`src/rtl/fud_pkg.sv`:
```
// Shared types and constants for the form-urlencoded decoder.
// No dependencies; imported by every module of the block.
package fud_pkg;

   localparam int MAX_RESULTS  = 5;
   localparam int RESULT_COUNT_WIDTH = 3;

   localparam logic [7:0] CHAR_PERCENT = 8'h25;
   localparam logic [7:0] CHAR_PLUS    = 8'h2B;
   localparam logic [7:0] CHAR_AMP     = 8'h26;
   localparam logic [7:0] CHAR_EQUALS  = 8'h3D;
   localparam logic [7:0] CHAR_LBRACE  = 8'h7B;
   localparam logic [7:0] CHAR_LANGLE  = 8'h3C;
   localparam logic [7:0] CHAR_SPACE   = 8'h20;

   typedef enum logic [2:0] {
      EV_NAME_BYTE  = 3'd0,
      EV_NAME_END   = 3'd1,
      EV_VALUE_BYTE = 3'd2,
      EV_PAIR_DONE  = 3'd3,
      EV_ABANDONED  = 3'd4
   } ev_kind_type;

   typedef struct packed {
      logic [7:0] body_byte;
      logic       end_of_body;
   } req_type;

   typedef struct packed {
      ev_kind_type event_kind;
      logic [7:0]  data_byte;
      logic [5:0]  pair_number;
      logic        last_of_run;
   } rsp_type;

   // Events produced by one item, in order, plus how many are valid.
   typedef struct packed {
      rsp_type [MAX_RESULTS-1:0]      ev;
      logic [RESULT_COUNT_WIDTH-1:0]  count;
   } batch_type;

endpackage

```
`src/rtl/fud_parser.sv`:
```
// Parser state and per-item event generation for the form-urlencoded decoder.
// Depends on fud_pkg.
module fud_parser #(
   parameter int MAX_PAIRS = 64
) (
   input  logic               clock,
   input  logic               reset,
   input  logic               accept,
   input  fud_pkg::req_type   req,
   output fud_pkg::batch_type batch
);
   import fud_pkg::*;

   localparam int CW = $clog2(MAX_PAIRS + 1);

   typedef enum logic [5:0] {
      PH_START = 6'b000001,
      PH_NAME  = 6'b000010,
      PH_VALUE = 6'b000100,
      PH_PCT1  = 6'b001000,
      PH_PCT2  = 6'b010000,
      PH_SKIP  = 6'b100000
   } phase_type;

   phase_type         phase_ff, phase_in;
   logic [7:0]        held_ff, held_in;
   logic [CW-1:0]     cnt_ff, cnt_in;
   logic              nonempty_ff, nonempty_in;

   function automatic logic is_hex(input logic [7:0] b);
      return (b >= 8'h30 && b <= 8'h39) || (b >= 8'h61 && b <= 8'h66) ||
             (b >= 8'h41 && b <= 8'h46);
   endfunction

   function automatic logic [3:0] hex_val(input logic [7:0] b);
      logic [7:0] v;
      if (b >= 8'h30 && b <= 8'h39) v = b - 8'h30;
      else if (b >= 8'h61 && b <= 8'h66) v = b - 8'h57;
      else v = b - 8'h37;
      return v[3:0];
   endfunction

   function automatic rsp_type mk_ev(input ev_kind_type k, input logic [7:0] d,
                                     input logic [5:0] pn);
      rsp_type r;
      r.event_kind  = k;
      r.data_byte   = d;
      r.pair_number = pn;
      r.last_of_run = 1'b0;
      return r;
   endfunction

   always_comb begin
      phase_type                     ph;
      logic [7:0]                    b;
      logic [5:0]                    pn;
      logic                          do_vb;
      logic [CW-1:0]                 cnt_next;
      logic [RESULT_COUNT_WIDTH-1:0] n;
      rsp_type [MAX_RESULTS-1:0]     ev;

      b        = req.body_byte;
      pn       = 6'(cnt_ff);
      cnt_next = cnt_ff + CW'(1);
      do_vb    = 1'b0;
      n        = '0;
      ev       = '0;
      phase_in    = phase_ff;
      held_in     = held_ff;
      cnt_in      = cnt_ff;
      nonempty_in = nonempty_ff;

      ph = phase_ff;
      if (ph == PH_START) begin
         ph = (b == CHAR_LBRACE || b == CHAR_LANGLE) ? PH_SKIP : PH_NAME;
      end
      phase_in = ph;

      unique case (ph)
         PH_NAME: begin
            if (b == CHAR_EQUALS) begin
               ev[n] = mk_ev(EV_NAME_END, 8'h00, pn);
               n = n + 3'd1;
               phase_in = PH_VALUE;
            end else begin
               ev[n] = mk_ev(EV_NAME_BYTE, b, pn);
               n = n + 3'd1;
               nonempty_in = 1'b1;
            end
         end
         PH_VALUE: do_vb = 1'b1;
         PH_PCT1: begin
            if (is_hex(b)) begin
               held_in  = b;
               phase_in = PH_PCT2;
            end else begin
               ev[n] = mk_ev(EV_VALUE_BYTE, CHAR_PERCENT, pn);
               n = n + 3'd1;
               phase_in = PH_VALUE;
               do_vb = 1'b1;
            end
         end
         PH_PCT2: begin
            phase_in = PH_VALUE;
            if (is_hex(b)) begin
               ev[n] = mk_ev(EV_VALUE_BYTE, {hex_val(held_ff), hex_val(b)}, pn);
               n = n + 3'd1;
            end else begin
               ev[n] = mk_ev(EV_VALUE_BYTE, CHAR_PERCENT, pn);
               n = n + 3'd1;
               ev[n] = mk_ev(EV_VALUE_BYTE, held_ff, pn);
               n = n + 3'd1;
               do_vb = 1'b1;
            end
            held_in = 8'h00;
         end
         default: ;
      endcase

      // plain value byte handling, shared by the escape fallbacks
      if (do_vb) begin
         if (b == CHAR_AMP) begin
            ev[n] = mk_ev(EV_PAIR_DONE, 8'h00, pn);
            n = n + 3'd1;
            cnt_in      = cnt_next;
            nonempty_in = 1'b0;
            phase_in    = (cnt_next >= CW'(MAX_PAIRS)) ? PH_SKIP : PH_NAME;
         end else if (b == CHAR_PLUS) begin
            ev[n] = mk_ev(EV_VALUE_BYTE, CHAR_SPACE, pn);
            n = n + 3'd1;
         end else if (b == CHAR_PERCENT) begin
            phase_in = PH_PCT1;
         end else begin
            ev[n] = mk_ev(EV_VALUE_BYTE, b, pn);
            n = n + 3'd1;
         end
      end

      // end of body: flush what is held, then back to reset state
      if (req.end_of_body) begin
         unique case (phase_in)
            PH_NAME: begin
               if (nonempty_in) begin
                  ev[n] = mk_ev(EV_ABANDONED, 8'h00, pn);
                  n = n + 3'd1;
               end
            end
            PH_VALUE: begin
               ev[n] = mk_ev(EV_PAIR_DONE, 8'h00, pn);
               n = n + 3'd1;
            end
            PH_PCT1: begin
               ev[n] = mk_ev(EV_VALUE_BYTE, CHAR_PERCENT, pn);
               n = n + 3'd1;
               ev[n] = mk_ev(EV_PAIR_DONE, 8'h00, pn);
               n = n + 3'd1;
            end
            PH_PCT2: begin
               ev[n] = mk_ev(EV_VALUE_BYTE, CHAR_PERCENT, pn);
               n = n + 3'd1;
               ev[n] = mk_ev(EV_VALUE_BYTE, held_in, pn);
               n = n + 3'd1;
               ev[n] = mk_ev(EV_PAIR_DONE, 8'h00, pn);
               n = n + 3'd1;
            end
            default: ;
         endcase
         phase_in    = PH_START;
         held_in     = 8'h00;
         cnt_in      = '0;
         nonempty_in = 1'b0;
      end

      for (int i = 0; i < MAX_RESULTS; i++) begin
         ev[i].last_of_run = (RESULT_COUNT_WIDTH'(i) + 3'd1 == n);
      end

      batch.ev    = ev;
      batch.count = accept ? n : '0;
   end

   always_ff @(posedge clock) begin
      if (reset) begin
         phase_ff    <= PH_START;
         held_ff     <= 8'h00;
         cnt_ff      <= '0;
         nonempty_ff <= 1'b0;
      end else if (accept) begin
         phase_ff    <= phase_in;
         held_ff     <= held_in;
         cnt_ff      <= cnt_in;
         nonempty_ff <= nonempty_in;
      end
   end

endmodule

```
`src/rtl/fud_event_queue.sv`:
```
// Result queue: takes a batch of up to five items per cycle, hands out one per cycle unless stalled.
// Depends on fud_pkg.
module fud_event_queue (
   input  logic               clock,
   input  logic               reset,
   input  fud_pkg::batch_type push,
   output logic               room,
   output logic               rsp_valid,
   input  logic               rsp_stall,
   output fud_pkg::rsp_type   rsp_data
);
   import fud_pkg::*;

   localparam int DEPTH = 8;
   localparam int AW    = $clog2(DEPTH);
   localparam int CNTW  = $clog2(DEPTH + 1);

   rsp_type           mem [DEPTH];
   logic [AW-1:0]     wr_ff, rd_ff;
   logic [CNTW-1:0]   count_ff;
   logic              pop;

   assign rsp_valid = (count_ff != '0);
   assign pop       = rsp_valid && !rsp_stall;
   assign rsp_data  = mem[rd_ff];
   // a whole worst-case batch must fit
   assign room      = (count_ff <= CNTW'(DEPTH - MAX_RESULTS));

   always_ff @(posedge clock) begin
      for (int i = 0; i < MAX_RESULTS; i++) begin
         if (RESULT_COUNT_WIDTH'(i) < push.count) begin
            mem[wr_ff + AW'(i)] <= push.ev[i];
         end
      end
   end

   always_ff @(posedge clock) begin
      if (reset) begin
         wr_ff    <= '0;
         rd_ff    <= '0;
         count_ff <= '0;
      end else begin
         wr_ff    <= wr_ff + AW'(push.count);
         rd_ff    <= rd_ff + AW'(pop);
         count_ff <= count_ff + CNTW'(push.count) - CNTW'(pop);
      end
   end

endmodule

```
`src/rtl/form_urlencoded_decoder_unit.sv`:
```
// Form-urlencoded body decoder: one body byte per item in, event items out.
// An accepted byte's events are written into the result queue, behind any queued events.
// Throughput: 1 byte per cycle while each byte raises at most one event and the
// result side takes one per cycle; input stalls while more than 3 events wait.
// Reset (synchronous, active high): parser to start of body, result queue emptied.
// Depends on fud_pkg, fud_parser, fud_event_queue.
module form_urlencoded_decoder_unit #(
   parameter int MAX_PAIRS = 64
) (
   input  logic             clock,
   input  logic             reset,
   input  logic             req_valid,
   output logic             req_stall,
   input  fud_pkg::req_type req_data,
   output logic             rsp_valid,
   input  logic             rsp_stall,
   output fud_pkg::rsp_type rsp_data
);
   import fud_pkg::*;

   batch_type batch;
   logic      room;
   logic      accept;

   // Stall on the queue count alone: the queue must hold a full worst-case
   // batch of five events before a byte is taken.
   assign req_stall = !room;
   assign accept    = req_valid && !req_stall;

   // Parser: phase, held hex digit, pair counter and name flag live here;
   // events for the accepted byte are built in the same cycle.
   fud_parser #(
      .MAX_PAIRS (MAX_PAIRS)
   ) u_parser (
      .clock  (clock),
      .reset  (reset),
      .accept (accept),
      .req    (req_data),
      .batch  (batch)
   );

   // Result queue parts the two sides; its head is the output register.
   fud_event_queue u_queue (
      .clock     (clock),
      .reset     (reset),
      .push      (batch),
      .room      (room),
      .rsp_valid (rsp_valid),
      .rsp_stall (rsp_stall),
      .rsp_data  (rsp_data)
   );

endmodule

```
`config.mk`:
```
export PLATFORM = sky130hd
export DESIGN_NAME = form_urlencoded_decoder_unit
export DESIGN_NICKNAME = d
export VERILOG_FILES = /design/src/rtl/fud_pkg.sv /design/src/rtl/fud_parser.sv /design/src/rtl/fud_event_queue.sv /design/src/rtl/form_urlencoded_decoder_unit.sv
export SDC_FILE = /design/constraint.sdc
export NUM_CORES = 1
export LEC_CHECK = 0
export BUFFER_PORTS_ARGS = -buffer_cell sky130_fd_sc_hd__buf_2
export CORE_MARGIN = 4
export CORE_UTILIZATION = 55
export CTS_CLUSTER_SIZE = 28
export DETAILED_ROUTE_END_ITERATION = 7
export GPL_TIMING_DRIVEN = 0
export PLACE_DENSITY = 0.84
export REMOVE_ABC_BUFFERS = 1
export SLEW_MARGIN = 20
export SYNTH_ARGS = -nofsm -noshare
export SYNTH_HDL_FRONTEND = slang
export SYNTH_SLANG_ARGS = --single-unit
```
`constraint.sdc`:
```
create_clock -name clock -period 10.7 [get_ports clock]
set_clock_uncertainty 0.05 [all_clocks]
set_input_delay 1.605 -clock clock [delete_from_list [all_inputs] [get_ports clock]]
set_output_delay 1.605 -clock clock [all_outputs]
set_load 0.05 [all_outputs]
```
==> out/qor.txt <==
Run status = complete, no violations
Layout area overhead = 7.62%
CTS buffer count = 17
Max Freq = 0.0994 GHz
Clock latency on the worst-skew pair = 0.44 ns
Leakage dissipation = 4.74 nW
DR vias/cell = 7.26
Clock Path Buffers = 2
Vias = 12.5k
# H-tree levels = 4
Setup violators final = 0
Initial DRC count = 2061
Slew margin rel. = 23.1%
Overflow after GRT = 0
Layout cells sized above 1 = 16.0%
Most frequent cells in the layout = 163 x nor2_1, 144 x edfxtp_1, 130 x nand2_1
Commonest non-fill, non-tap cell in the layout = nor2_1
CTS tree = done
VDD IR max = 0.117 mV
Power Density = 198 mW/mm^2
Yosys warns = 0
Initial antenna violation count = 2
Critical path buffers and inverters = 7
Fin crit share = 94.1%
DRC Markers = 0
Worst hold slack = 0.444 ns
# rows = 56
Die X = 163 um
Slowest stage delay, CP = 0.98 ns
Sw frac = 42.6%
Gr usage total = 33.4%
Post-CTS resize count = 0
Net switching power = 1.20 mW
First-pass GRT wire length = 68400 um
Layout Nets = 1429
CP top delay family = simple AND/OR/NAND/NOR gates
Worst setup EP type = flip-flop
Antenna Violating Nets Remaining = 0
Initial Util = 56.2%
Crit path DAT = 10.16 ns
Worst setup SP type = input port
Sink Count = 176
DIE HEIGHT = 163 um
Register area share after synthesis = 37.5%
Tightest Hold Check Type = reg -> reg
GPL Wtd Cong = 1.02
Final hold vios = 0
Vias in the first global route = 11.6k
Setup Fix Bufs, Post-CTS = 0
Final core occ = 60.5%
Average wire per standard cell = 26.0 um
Synthesized cell area = 0.0132 sq mm
Router iterations before antenna repair = 6
WS Path Type = in -> reg
Die footprint = 0.0266 sq mm
Pins Over Slew Limit = 0
Flops & latches, synth = 176
Fin crit period = 10.06 ns
Clock power frac = 22.4%
RSZ-0062 raised after global routing = false
Worst-Margin Slew = 1.14 ns
Required @ worst endpoint = 10.79 ns
P_int = 1.62 mW
Largest net degree at the start of global routing = 31
Async SR Flop Fraction = 0%
Post-synth EDFFs = 144
Avg Inst Size Synth = 9.31 sq um
Worst-path clk slew = 0.07 ns
Register share of total power = 32.8%
IO Port Bufs = 32
Setup tns final = 0 ns
Root buffer cell = clkbuf_16
Total routed wirelength = 44700 um
Final HPWL DP = 33100 um
Prevailing post-synth register cell = edfxtp_1
CP max FO = 19
Post-synth cell types = 103
Core Region = 0.0235 sq mm
Ports = 33
Slowest stage cell, crit path = nor3_1
Hold buffer count at cts = 0
Max-cap violation count = 0
Comb power frac = 44.8%
Cells after synthesis = 1421
## final timing paths
kind | to | depth (start not counted) | slack, ns | startpoint
hold reg to reg | u_parser.cnt_ff[6] | 2 | 0.44 | u_parser.cnt_ff[6]
hold / removal | u_parser.cnt_ff[6] | 2 | 0.44 | u_parser.cnt_ff[6]
setup reg to reg | u_queue.mem[4][12] | 21 | 2.29 | u_parser.phase_ff[2]
setup / recovery | u_queue.mem[4][12] | 25 | 0.64 | req_data[1]
## final cells by class
cell class | count | area, sq um
clock inverters | 14 | 148
inverters | 23 | 86.3
fillers | 2026 | 9310
diodes | 2 | 5.00
flip-flops and latches | 176 | 4970
clock buffers | 18 | 429
multi-input cells | 1112 | 7780
repair buffers | 59 | 412
well taps | 319 | 399
## stage by stage
stage          setup WS [ns]  area (sq um)  std cells  power [mW]
6_report               0.635         14200       1723        2.82
4_1_cts                0.908         14200       1721        2.79
5_1_grt                0.268         14200       1721        2.94
2_1_floorplan           3.07         12700       1311        1.81
3_3_place_gp           0.125         13300       1662        2.11
3_5_place_dp           0.504         13600       1689        2.16
## synthesized netlist by cell type, types with 21 or more instances
cell	count	area, sq um
nor2_1	165	619
edfxtp_1	144	4320
nand2_1	131	492
a21oi_1	118	591
clkbuf_1	68	255
o21ai_0	56	280
a22oi_1	48	360
nand3_1	39	195
mux4_2	36	811
nor3_1	35	175
o211ai_1	33	248
dfxtp_1	32	641
a21boi_0	26	195
ha_1	25	313
a211oi_1	24	180
buf_2	23	115
a31oi_1	22	138
inv_1	21	78.8
o22ai_1	21	131
## flip-flops by register name, indices dropped and copies added (netlist names)
register and cells:
u_parser.phase_ff 6, u_queue.count_ff 4, u_queue.mem 144, u_parser.nonempty_ff 1, u_queue.rd_ff 3, u_queue.wr_ff 3
u_parser.held_ff 8, u_parser.cnt_ff 7
## metal layers
metal | wire [um] | up-vias | GRT usage, %
met5 | 52 | - | 0
li1 | - | 5442 | -
met1 | 17200 | 5953 | 44.2
met4 | 2030 | 2 | 13.9
met3 | 4520 | 175 | 6.16
met2 | 20900 | 941 | 54.3
## cells by family after synthesis
| group | synth area share, % |
|---|---|
| adder cells (fa/ha/maj) | 2.67 |
| AO/OA/AOI/OAI | 26.1 |
| buffers and inverters | 4.45 |
| AND/OR/NAND/NOR | 19.2 |
| multiplexers | 8.96 |
| XOR/XNOR | 1.13 |
| flip-flops | 37.5 |
## power groups by stage
| stage | Combinational (mW) | Sequential [mW] | Clock, mW |
|---|---|---|---|
| floorplan | 0.880 | 0.926 | 0 |
| global placement | 1.15 | 0.957 | 0 |
| detailed placement | 1.23 | 0.936 | 0 |
| CTS | 1.23 | 0.922 | 0.634 |
| global route | 1.35 | 0.931 | 0.661 |
| finish | 1.26 | 0.924 | 0.632 |
## worst register-to-register path, stage by stage (launching register included)
cell and delay [ns]:
dfxtp_1 0.46, nor4_2 0.38, nand3b_1 0.16, o21ai_1 0.64, nor3_1 0.27, ha_1 0.35
nand2_1 0.06, a221oi_2 0.68, inv_1 0.29, ha_1 0.29, xor2_1 0.16, o221a_2 0.27
o211ai_1 0.12, nand4_1 0.73, nor2_4 0.51, inv_2 0.28, nor3_1 0.99, nor2_1 0.43
o211ai_1 0.38, buf_4 0.26, buf_4 0.18, buf_4 0.18
Power figures use the tool's default switching activity.
